$ cat src/rtl/xns_pkg.sv
`default_nettype none
package xns_pkg;

   localparam int unsigned MaxNameBytes = 4095;
   localparam int unsigned LenWidth     = 12;
   localparam int unsigned CpWidth      = 21;
   localparam int unsigned LenCapInt    = (MaxNameBytes > 4095) ? 4095 : MaxNameBytes;
   localparam logic [LenWidth-1:0] LenCap = LenWidth'(LenCapInt);

   localparam logic [1:0] ContTag  = 2'h2;
   localparam logic [2:0] Lead2Tag = 3'h6;
   localparam logic [3:0] Lead3Tag = 4'hE;
   localparam logic [4:0] Lead4Tag = 5'h1E;

   typedef struct packed {
      logic                complete;
      logic                valid;
      logic [CpWidth-1:0]  cp;
      logic [2:0]          nbytes;
   } char_info_type;

   typedef struct packed {
      logic                char_complete;
      logic [CpWidth-1:0]  codepoint;
      logic                char_accepted;
      logic                name_done;
      logic [LenWidth-1:0] name_length;
      logic                name_overflow;
      logic                scan_active;
   } result_type;

   function automatic logic is_start_char(input logic [CpWidth-1:0] cp);
      logic hit;
      begin
         if (cp < 21'h80) begin
            hit = (cp >= 21'h41 && cp <= 21'h5A) || (cp >= 21'h61 && cp <= 21'h7A) ||
                  cp == 21'h5F || cp == 21'h3A;
         end else begin
            hit = (cp >= 21'hC0    && cp <= 21'hD6)    ||
                  (cp >= 21'hD8    && cp <= 21'hF6)    ||
                  (cp >= 21'hF8    && cp <= 21'h2FF)   ||
                  (cp >= 21'h370   && cp <= 21'h37D)   ||
                  (cp >= 21'h37F   && cp <= 21'h1FFF)  ||
                  (cp >= 21'h200C  && cp <= 21'h200D)  ||
                  (cp >= 21'h2070  && cp <= 21'h218F)  ||
                  (cp >= 21'h2C00  && cp <= 21'h2FEF)  ||
                  (cp >= 21'h3001  && cp <= 21'hD7FF)  ||
                  (cp >= 21'hF900  && cp <= 21'hFDCF)  ||
                  (cp >= 21'hFDF0  && cp <= 21'hFFFD)  ||
                  (cp >= 21'h10000 && cp <= 21'hEFFFF);
         end
         return hit;
      end
   endfunction

   function automatic logic is_name_char(input logic [CpWidth-1:0] cp);
      logic hit;
      begin
         if (cp < 21'h80) begin
            hit = is_start_char(cp) || (cp >= 21'h30 && cp <= 21'h39) ||
                  cp == 21'h2D || cp == 21'h2E;
         end else begin
            hit = is_start_char(cp) || cp == 21'hB7 ||
                  (cp >= 21'h300 && cp <= 21'h36F) ||
                  (cp >= 21'h203F && cp <= 21'h2040);
         end
         return hit;
      end
   endfunction

endpackage
`default_nettype wire

$ cat src/rtl/xns_decode.sv
`default_nettype none
module xns_decode (
   input  wire logic                  clock,
   input  wire logic                  reset,
   input  wire logic                  advance,
   input  wire logic                  start_scan,
   input  wire logic [7:0]            data_byte,
   output xns_pkg::char_info_type     info
);

   logic [1:0]                   pending_ff, pending_in, pending_eff;
   logic [xns_pkg::CpWidth-1:0]  partial_ff, partial_in, partial_eff, joined;
   logic [2:0]                   count_ff, count_in, count_eff;

   assign pending_eff = start_scan ? 2'd0 : pending_ff;
   assign partial_eff = start_scan ? '0 : partial_ff;
   assign count_eff   = start_scan ? 3'd0 : count_ff;
   assign joined      = {partial_eff[xns_pkg::CpWidth-7:0], data_byte[5:0]};

   always_comb begin
      pending_in  = pending_eff;
      partial_in  = partial_eff;
      count_in    = count_eff;
      info        = '0;
      if (pending_eff == 2'd0) begin
         priority if (data_byte[7] == 1'b0) begin
            info.complete = 1'b1;
            info.valid    = 1'b1;
            info.cp       = xns_pkg::CpWidth'(data_byte);
            info.nbytes   = 3'd1;
         end else if (data_byte[7:5] == xns_pkg::Lead2Tag) begin
            pending_in = 2'd1;
            partial_in = xns_pkg::CpWidth'(data_byte[4:0]);
            count_in   = 3'd2;
         end else if (data_byte[7:4] == xns_pkg::Lead3Tag) begin
            pending_in = 2'd2;
            partial_in = xns_pkg::CpWidth'(data_byte[3:0]);
            count_in   = 3'd3;
         end else if (data_byte[7:3] == xns_pkg::Lead4Tag) begin
            pending_in = 2'd3;
            partial_in = xns_pkg::CpWidth'(data_byte[2:0]);
            count_in   = 3'd4;
         end else begin
            info.complete = 1'b1;
            info.nbytes   = 3'd1;
         end
      end else if (data_byte[7:6] == xns_pkg::ContTag) begin
         pending_in = pending_eff - 2'd1;
         partial_in = joined;
         if (pending_eff == 2'd1) begin
            info.complete = 1'b1;
            info.nbytes   = count_eff;
            priority if (count_eff == 3'd2) begin
               info.valid = joined >= 21'h80;
            end else if (count_eff == 3'd3) begin
               info.valid = joined >= 21'h800 && (joined < 21'hD800 || joined > 21'hDFFF);
            end else begin
               info.valid = joined >= 21'h10000 && joined <= 21'h10FFFF;
            end
            info.cp = info.valid ? joined : '0;
         end
      end else begin
         info.complete = 1'b1;
         info.nbytes   = count_eff;
         pending_in    = 2'd0;
      end
      if (info.complete) begin
         partial_in = '0;
         count_in   = 3'd0;
      end
   end

   always_ff @(posedge clock) begin
      if (reset) begin
         pending_ff <= 2'd0;
         partial_ff <= '0;
         count_ff   <= 3'd0;
      end else if (advance) begin
         pending_ff <= pending_in;
         partial_ff <= partial_in;
         count_ff   <= count_in;
      end
   end

endmodule
`default_nettype wire

$ cat src/rtl/xns_scan.sv
`default_nettype none
module xns_scan (
   input  wire logic                  clock,
   input  wire logic                  reset,
   input  wire logic                  accept,
   input  wire logic                  start_scan,
   input  wire xns_pkg::char_info_type info,
   output logic                       scan_live,
   output xns_pkg::result_type        result
);

   logic                          scanning_ff, scanning_in;
   logic                          first_ff, first_in, first_eff;
   logic [xns_pkg::LenWidth-1:0]  length_ff, length_in, length_eff;
   logic                          ovf_ff, ovf_in, ovf_eff;
   logic [xns_pkg::LenWidth:0]    sum;
   logic                          class_ok;

   assign scan_live  = start_scan | scanning_ff;
   assign first_eff  = start_scan | first_ff;
   assign length_eff = start_scan ? '0 : length_ff;
   assign ovf_eff    = ~start_scan & ovf_ff;
   assign sum        = {1'b0, length_eff} + (xns_pkg::LenWidth + 1)'(info.nbytes);
   assign class_ok   = first_eff ? xns_pkg::is_start_char(info.cp)
                                 : xns_pkg::is_name_char(info.cp);

   always_comb begin
      scanning_in = scan_live;
      first_in    = first_eff;
      length_in   = length_eff;
      ovf_in      = ovf_eff;
      result      = '0;
      if (scan_live) begin
         if (info.complete) begin
            result.char_complete = 1'b1;
            result.codepoint     = info.cp;
            if (info.valid && class_ok) begin
               result.char_accepted = 1'b1;
               first_in             = 1'b0;
               if (sum > {1'b0, xns_pkg::LenCap}) begin
                  length_in = xns_pkg::LenCap;
                  ovf_in    = 1'b1;
               end else begin
                  length_in = sum[xns_pkg::LenWidth-1:0];
               end
            end else begin
               result.name_done = 1'b1;
               scanning_in      = 1'b0;
            end
         end
         result.name_length   = length_in;
         result.name_overflow = ovf_in;
         result.scan_active   = scanning_in;
      end
   end

   always_ff @(posedge clock) begin
      if (reset) begin
         scanning_ff <= 1'b0;
         first_ff    <= 1'b1;
         length_ff   <= '0;
         ovf_ff      <= 1'b0;
      end else if (accept && scan_live) begin
         scanning_ff <= scanning_in;
         first_ff    <= first_in;
         length_ff   <= length_in;
         ovf_ff      <= ovf_in;
      end
   end

endmodule
`default_nettype wire

$ cat src/rtl/xml_name_scanner_utf8_unit.sv
// An accepted byte's result word is registered and shows on rsp_ from the next cycle.
// Throughput: one byte per cycle while req_tready is high; decode, classification
// and length update sit between the scan state registers and a single result register.
// req_tready stays high while the result register is empty or being taken.
// Reset (synchronous, active high) empties the result register, drops any
// partial character and leaves the scanner idle.
`default_nettype none
module xml_name_scanner_utf8_unit (
   input  wire logic        clock,
   input  wire logic        reset,
   input  wire logic        req_tvalid,
   output logic             req_tready,
   input  wire logic [7:0]  req_tdata,   // [7:0] data_byte
   input  wire logic        req_tuser,   // [0] start_scan
   output logic             rsp_tvalid,
   input  wire logic        rsp_tready,
   output logic [39:0]      rsp_tdata,   // [0] char_complete, [21:1] codepoint,
                                         // [22] char_accepted, [34:23] name_length,
                                         // [35] name_overflow, [36] scan_active, [39:37] zero
   output logic             rsp_tlast    // name_done
);

   logic                    accept;
   logic                    scan_live;
   xns_pkg::char_info_type  info;
   xns_pkg::result_type     result;
   xns_pkg::result_type     out_ff;
   logic                    valid_ff, valid_in;

   assign req_tready = ~valid_ff | rsp_tready;
   assign accept     = req_tvalid & req_tready;
   assign valid_in   = accept | (valid_ff & ~rsp_tready);

   xns_decode u_decode (
      .clock      (clock),
      .reset      (reset),
      .advance    (accept & scan_live),
      .start_scan (req_tuser),
      .data_byte  (req_tdata),
      .info       (info)
   );

   xns_scan u_scan (
      .clock      (clock),
      .reset      (reset),
      .accept     (accept),
      .start_scan (req_tuser),
      .info       (info),
      .scan_live  (scan_live),
      .result     (result)
   );

   always_ff @(posedge clock) begin
      if (reset) begin
         valid_ff <= 1'b0;
      end else begin
         valid_ff <= valid_in;
      end
   end

   always_ff @(posedge clock) begin
      if (accept) begin
         out_ff <= result;
      end
   end

   assign rsp_tvalid = valid_ff;
   assign rsp_tlast  = out_ff.name_done;
   assign rsp_tdata  = {3'b000, out_ff.scan_active, out_ff.name_overflow, out_ff.name_length,
                        out_ff.char_accepted, out_ff.codepoint, out_ff.char_complete};

endmodule
`default_nettype wire

$ cat config.mk
export PLATFORM = sky130hd
export DESIGN_NAME = xml_name_scanner_utf8_unit
export DESIGN_NICKNAME = d
export VERILOG_FILES = /design/src/rtl/xns_pkg.sv /design/src/rtl/xns_decode.sv /design/src/rtl/xns_scan.sv /design/src/rtl/xml_name_scanner_utf8_unit.sv
export SDC_FILE = /design/constraint.sdc
export NUM_CORES = 1
export LEC_CHECK = 0
export BUFFER_PORTS_ARGS = -buffer_cell sky130_fd_sc_hd__buf_2
export CORE_ASPECT_RATIO = 0.6
export CORE_MARGIN = 3
export CORE_UTILIZATION = 48
export DETAILED_ROUTE_END_ITERATION = 16
export MAX_ROUTING_LAYER = met4
export PLACE_DENSITY = 0.76
export SYNTH_ARGS = -nofsm -noshare
export SYNTH_HDL_FRONTEND = slang
export SYNTH_SLANG_ARGS = --single-unit
$ cat constraint.sdc
create_clock -name clock -period 5.7 [get_ports clock]
set_input_delay 0.285 -clock clock [delete_from_list [all_inputs] [get_ports clock]]
set_output_delay 0.285 -clock clock [all_outputs]
set_load 0.05 [all_outputs]
# --- Word-level counts from Yosys, hierarchy flattened ---
# Cells that the tools add are included.
totals:
  out_inout_bits: 43
  reg_bits: 80
  inputBits: 13
classes:
  n_lt_le_gt_ge: 42
  n_reduce_logical: 44
  eq_ne: 12
  add_sub_neg: 2
  muxes: 64
  bitwise_logic: 11
op_table:
  columns: ["op", "count"]
  rows:
  - ["two-way mux 21 bit", 9]
  - [">= comparator 21 x 14 -> 1 bit (second input constant)", 5]
  - [">= comparator 21 x 8 -> 1 bit (second input constant)", 4]
  - ["<= comparator 21 x 14 -> 1 bit (second input constant)", 4]
  - ["== test 21 x 6 -> 1 bit (second input constant)", 3]
  - [">= comparator 21 x 10 -> 1 bit (second input constant)", 3]
  - ["<= comparator 21 x 10 -> 1 bit (second input constant)", 3]
  - ["<= comparator 21 x 16 -> 1 bit (second input constant)", 3]
  - ["two-way mux 12 bit", 5]
  - ["two-way mux 26 bit", 2]
  - ["two-way mux 22 bit", 2]
  - [">= comparator 21 x 16 -> 1 bit (second input constant)", 2]
  - [">= comparator 21 x 17 -> 1 bit (second input constant)", 2]
  - [">= comparator 21 x 7 -> 1 bit (second input constant)", 2]
  - ["<= comparator 21 x 7 -> 1 bit (second input constant)", 2]
  - ["<= comparator 21 x 8 -> 1 bit (second input constant)", 2]
  - ["two-way mux 3 bit", 11]
  - ["two-way mux 1 bit", 27]
  - ["two-way mux 24 bit", 1]
  - ["== test 21 x 7 -> 1 bit (second input constant)", 1]
  - ["== test 21 x 8 -> 1 bit (second input constant)", 1]
  - [">= comparator 21 x 12 -> 1 bit (second input constant)", 1]
  - [">= comparator 21 x 6 -> 1 bit (second input constant)", 1]
  - ["greater-than comparator 21 x 16 -> 1 bit (second input constant)", 1]
  - ["other kinds (23)", 78]

# --- Logic depth before layout (Yosys ltp) ---
logic_depth:
  ltp_word: 36
  depth_mapped: 21

# --- Hierarchy ---
# A second synthesis with hierarchy kept.
unflattened:
  cells_unflattened: 561
  area_unflattened_um2: 4862.2
by_module_without_submodules:
  columns: ["module", "seq_area_each_um2", "cells_each", "area_each_um2", "instances"]
  rows:
  - ["xns_scan", 300.3, 332, 2215.9, 1]
  - ["xns_decode", 400.4, 181, 1423.9, 1]
  - ["xml_name_scanner_utf8_unit", 1161.1, 48, 1222.4, 1]

# --- Least setup slack after synthesis ---
# Ideal clock, no wire load.
synth_timing:
  path_kind: "input port to flip-flop"
  startpoint: "input port req_tuser"
  endpoint: "register out_ff (netlist bit rsp_tdata[27]), data pin"
  arrival_time_ns: 3.929
  path_slack_ns: 1.515
  n_path_buf: 3
  required_time_ns: 5.444
  path_stages: 21
  path_cell_list: "inv_1 -> clkbuf_1 -> nand2_1 -> ha_1 -> clkbuf_1 -> or2_2 -> nor2_1 -> o21a_1 -> nor2_1 -> ha_1 -> fa_1 -> a21oi_1 -> nor2_1 -> nand3_1 -> nor2_1 -> and4_1 -> and3_1 -> clkbuf_1 -> nor3_1 -> a21oi_1 -> a31o_2"
synth_via:
  elab_chain_len: 35
synth_rtl:
  columns: ["element", "line_no", "source"]
  rows:
  - ["start: declaration", "xml_name_scanner_utf8_unit.sv:14", "input wire logic req_tuser,"]
  - ["two-way mux 21 bit", "xns_decode.sv:16", "assign partial_eff = start_scan ? '0 : partial_ff;"]
  - ["< comparator 21 x 16 -> 1 bit or greater-than comparator 21 x 16 -> 1 bit (tied branches)", "xns_decode.sv:56", "info.valid = joined >= 21'h800 && (joined < 21'hD800 || joined > 21'hDFFF);"]
  - ["logical OR 1 bit", "xns_decode.sv:56", null]
  - ["logical AND 1 bit", "xns_decode.sv:56", null]
  - ["two-way mux 1 bit", "xns_decode.sv:55", "end else if (count_eff == 3'd3) begin"]
  - ["two-way mux 1 bit", "xns_decode.sv:53", "priority if (count_eff == 3'd2) begin"]
  - ["two-way mux 1 bit", "xns_decode.sv:50", "if (pending_eff == 2'd1) begin"]
  - ["two-way mux 1 bit", "xns_decode.sv:47", "end else if (data_byte[7:6] == xns_pkg::ContTag) begin"]
  - ["[18 not listed]", null, null]
  - ["two-way mux 1 bit", "xns_pkg.sv:59", "if (cp < 21'h80) begin"]
  - ["logical OR 1 bit (2 in series)", "xns_pkg.sv:63", "hit = is_start_char(cp) || cp == 21'hB7 ||"]
  - ["logical OR 1 bit", "xns_pkg.sv:64", "(cp >= 21'h300 && cp <= 21'h36F) ||"]
  - ["two-way mux 1 bit", "xns_pkg.sv:59", null]
  - ["two-way mux 1 bit", "xns_scan.sv:24", "assign class_ok = first_eff ? xns_pkg::is_start_char(info.cp)"]
  - ["logical AND 1 bit", "xns_scan.sv:37", "if (info.valid && class_ok) begin"]
  - ["two-way mux 12 bit", "xns_scan.sv:37", null]
  - ["two-way mux 12 bit", "xns_scan.sv:34", "if (info.complete) begin"]
  - ["end signal: assignment", "xml_name_scanner_utf8_unit.sv:63", "out_ff <= result;"]
  - ["end: declaration", "xml_name_scanner_utf8_unit.sv:27", "xns_pkg::result_type out_ff;"]
# Several ways; a longest one is shown, not always the timed one. The select of a mux whose other input is x is not followed.
# A chain may end at the register's enable or synchronous reset.

# --- Worst setup path after layout ---
layout_timing:
  startpoint: "register u_decode.pending_ff[1]"
  endpoint: "register out_ff (netlist bit rsp_tdata[34]), data pin"
layout_via:
  elab_chain_len: 27
layout_rtl:
  columns: ["element", "line_no", "source"]
  rows:
  - ["start: declaration", "xns_decode.sv:11", "logic [1:0] pending_ff, pending_in, pending_eff;"]
  - ["start signal: assignment", "xns_decode.sv:79", "pending_ff <= pending_in;"]
  - ["two-way mux 2 bit (*)", "xns_decode.sv:15", "assign pending_eff = start_scan ? 2'd0 : pending_ff;"]
  - ["== test 2 x 1 -> 1 bit", "xns_decode.sv:50", null]
  - ["two-way mux 26 bit", "xns_decode.sv:50", null]
  - ["two-way mux 22 bit", "xns_decode.sv:47", null]
  - ["two-way mux 26 bit (*)", "xns_decode.sv:25", "if (pending_eff == 2'd0) begin"]
  - [">= comparator 21 x 8 -> 1 bit, or another cell as far along", "xns_pkg.sv:39", "hit = (cp >= 21'hC0 && cp <= 21'hD6) ||"]
  - ["logical AND 1 bit, on equally long branches", "xns_pkg.sv:39, xns_pkg.sv:40", null]
  - ["logical OR 1 bit", "xns_pkg.sv:39", null]
  - ["[10 not listed]", null, null]
  - ["two-way mux 1 bit", "xns_pkg.sv:59", null]
  - ["logical OR 1 bit (2 in series)", "xns_pkg.sv:63", null]
  - ["logical OR 1 bit", "xns_pkg.sv:64", null]
  - ["two-way mux 1 bit", "xns_pkg.sv:59", null]
  - ["two-way mux 1 bit", "xns_scan.sv:24", null]
  - ["logical AND 1 bit", "xns_scan.sv:37", null]
  - ["two-way mux 12 bit", "xns_scan.sv:37", null]
  - ["two-way mux 12 bit (*)", "xns_scan.sv:34", null]
# Mark *: on every way between the ends. The rest lies on a longest branch, timed or not. The select of a mux whose other input is x is not followed.

==> run metrics <==
PortBufs 52; Bufs on Longest Clock Path 2; MaxCap Viol Count 0; Clock Tree Root clkbuf_16; dpl hpwl 11300 µm; top cells by count, synth 74 x nor2_1, 46 x a21oi_1, 38 x edfxtp_1; row cnt 27; Chip Height 83.0 µm; dominant synthesized flop cell edfxtp_1; Worst EP required 5.76 ns; First-pass DRT Iterations 6; placed cells 717; Setup Buffers After CTS 0; post-cts resize count 0; Fin Clk Skew 0.00995 ns; crit end category flip-flop; Synth-to-Final Area Change 13.6%; share of layout cells above drive strength 1 14.8%; number of enable flip-flop cells after synthesis 38; Yosys top cell by area edfxtp_1; final hold viol count 0; Max Freq 0.237 GHz; Initial Utilization 50.5%; arrival time worst endpoint 4.27 ns; largest net degree at the start of global routing 51; die outline area 11100 µm²; Worst IR Drop VDD 0.149 mV; Netlist Area Pre-Place 4740 µm²; Yosys reg bits 74; total power 1.45 mW; RSZ-0062 raised after global routing no; DR WL/cell 22.1 µm; setup TNS 0 ns; global route overflow 0; final wirelength 16200 µm; library cells used by synthesis 70; Syn Area/Cell 8.32 µm²; Filler Cell Count 879; Synth top area share 24.1%; Leak 1.93 nW; # hold bufs at CTS 0; Die Wd 134 µm; power density over cell area 268 nW/µm²; clk slew on worst S/H paths 0.06 ns; Seq/Total Area, Yosys 39.3%; vias in the first global route 4347; Setup Crit Path Kind flip-flop to flip-flop; Clock Latency Late Sink 0.34 ns; number of DRC markers in iteration 0 749; post-DR vias/cell 6.66; Slew headroom 44.9%; H-tree lvl count 3; synthesized instance count 570; Async SR Flop Fraction 0%; fin crit share 73.9%; startpoint class of the critical path flip-flop; cts bufs inserted 9; antenna violations before repair 0; crit path time final 4.21 ns; worst min path class primary input to flip-flop; Synthesis Warnings 0; Final ANT Viol Nets 0; final setup violation count 0; via count 4882; fin cells 733; Top Ports 56; count leader, synth nor2_1; # diodes 0; global-route wire length before repair 25200 µm; outcome finished, final reports clean; clock tree sinks 74; total global-route track usage 29.7%; CTS tree yes; slew of the pin with the lowest slew margin 0.822 ns; DRC 0; critical path peak fanout 12; Core Box Area 9390 µm²; nets 617; routability cong. 0.996; max-slew violations 0; top cells by area, synth edfxtp_1 24%, dfxtp_1 15%, nor2_1 5.9%
==> stage by stage <==
step / hold WS [ns] / worst slack (ns) / utilization, % / area (µm²)
2_1_floorplan: 0.414 / 1.52 / - / 4750
3_3_place_gp: 0.448 / 1.63 / 53.8 / 5050
3_5_place_dp: 0.455 / 1.42 / 53.8 / 5050
4_1_cts: 0.183 / 1.55 / 57.4 / 5390
5_1_grt: 0.195 / 1.27 / 57.4 / 5390
6_report: 0.188 / 1.49 / 57.4 / 5390
==> layout make-up <==
type                    count  area [µm²]  share of cell area [%]
clock inverters             6        86.3                    1.60
clock buffers              10         250                    4.64
multi-input cells         439        2650                    49.1
inverters                  12        45.0                   0.836
well taps                 130         163                    3.02
repair buffers             62         335                    6.22
flip-flops and latches     74        1860                    34.5
==> placed cells by master (no fill, tap or decap), drive strengths merged, types with 11 or more instances in the layout <==
cell type / instances
nor3: 30
nor2: 74
o21ai: 20
inv: 13
nor4: 13
nor2b: 17
nand2b: 15
buf: 62
nand3: 20
nand2: 33
dfxtp: 36
edfxtp: 38
and2: 11
a21oi: 47
==> cell families after synthesis <==
group | synth area share, %
AO/OA/AOI/OAI | 22.7
buffers and inverters | 5.17
multiplexers | 0.739
other | 0.0791
flip-flops | 39.3
AND/OR/NAND/NOR | 29.9
XOR/XNOR | 0.369
adder cells (fa/ha/maj) | 1.74
==> final timing paths <==
kind / cells past startpoint / slack, ns / start / endpoint
min: 3 / 0.19 / req_tvalid / rsp_tvalid
min reg2reg: 2 / 0.47 / u_scan.ovf_ff / u_scan.ovf_ff
max reg2reg: 16 / 1.49 / u_decode.pending_ff[1] / rsp_tdata[34]
max: 16 / 1.49 / u_decode.pending_ff[1] / rsp_tdata[34]
==> registers in the layout, summed over array words and instances (netlist names) <==
| register | cells |
|---|---|
| rsp_tvalid | 1 |
| u_scan.length_ff | 12 |
| u_scan.ovf_ff | 1 |
| u_scan.first_ff | 1 |
| u_decode.count_ff | 3 |
| u_decode.pending_ff | 2 |
| rsp_tdata | 37 |
| u_scan.scanning_ff | 1 |
| rsp_tlast | 1 |
| u_decode.partial_ff | 15 |
==> critical path: stages (launching register included) <==
cell	delay, ns
dfxtp_1	0.36
nand2_1	0.11
ha_1	0.36
or2_2	0.38
nor2_1	0.14
o21a_1	0.23
nor2_1	0.08
ha_1	0.23
fa_1	0.41
a21oi_1	0.20
nor2_1	0.10
nand3_1	0.18
nor2_1	0.10
and4_1	0.22
and3_1	0.30
nor2_1	0.37
a311oi_1	0.16
==> power breakdown <==
group	internal [mW]	total, mW	leakage, nW	switching (mW)
clock network	0.410	0.642	0.166	0.232
logic	0.0466	0.213	1.09	0.167
registers	0.580	0.590	0.673	0.0104
total	1.04	1.45	1.93	0.409
==> layer usage <==
metal	track usage, %	share of wire, %
met1	45.0	46
met2	37.4	39
met3	11.3	14
met4	5.08	1.1
met5	-	0
Power figures use the tool's default switching activity.
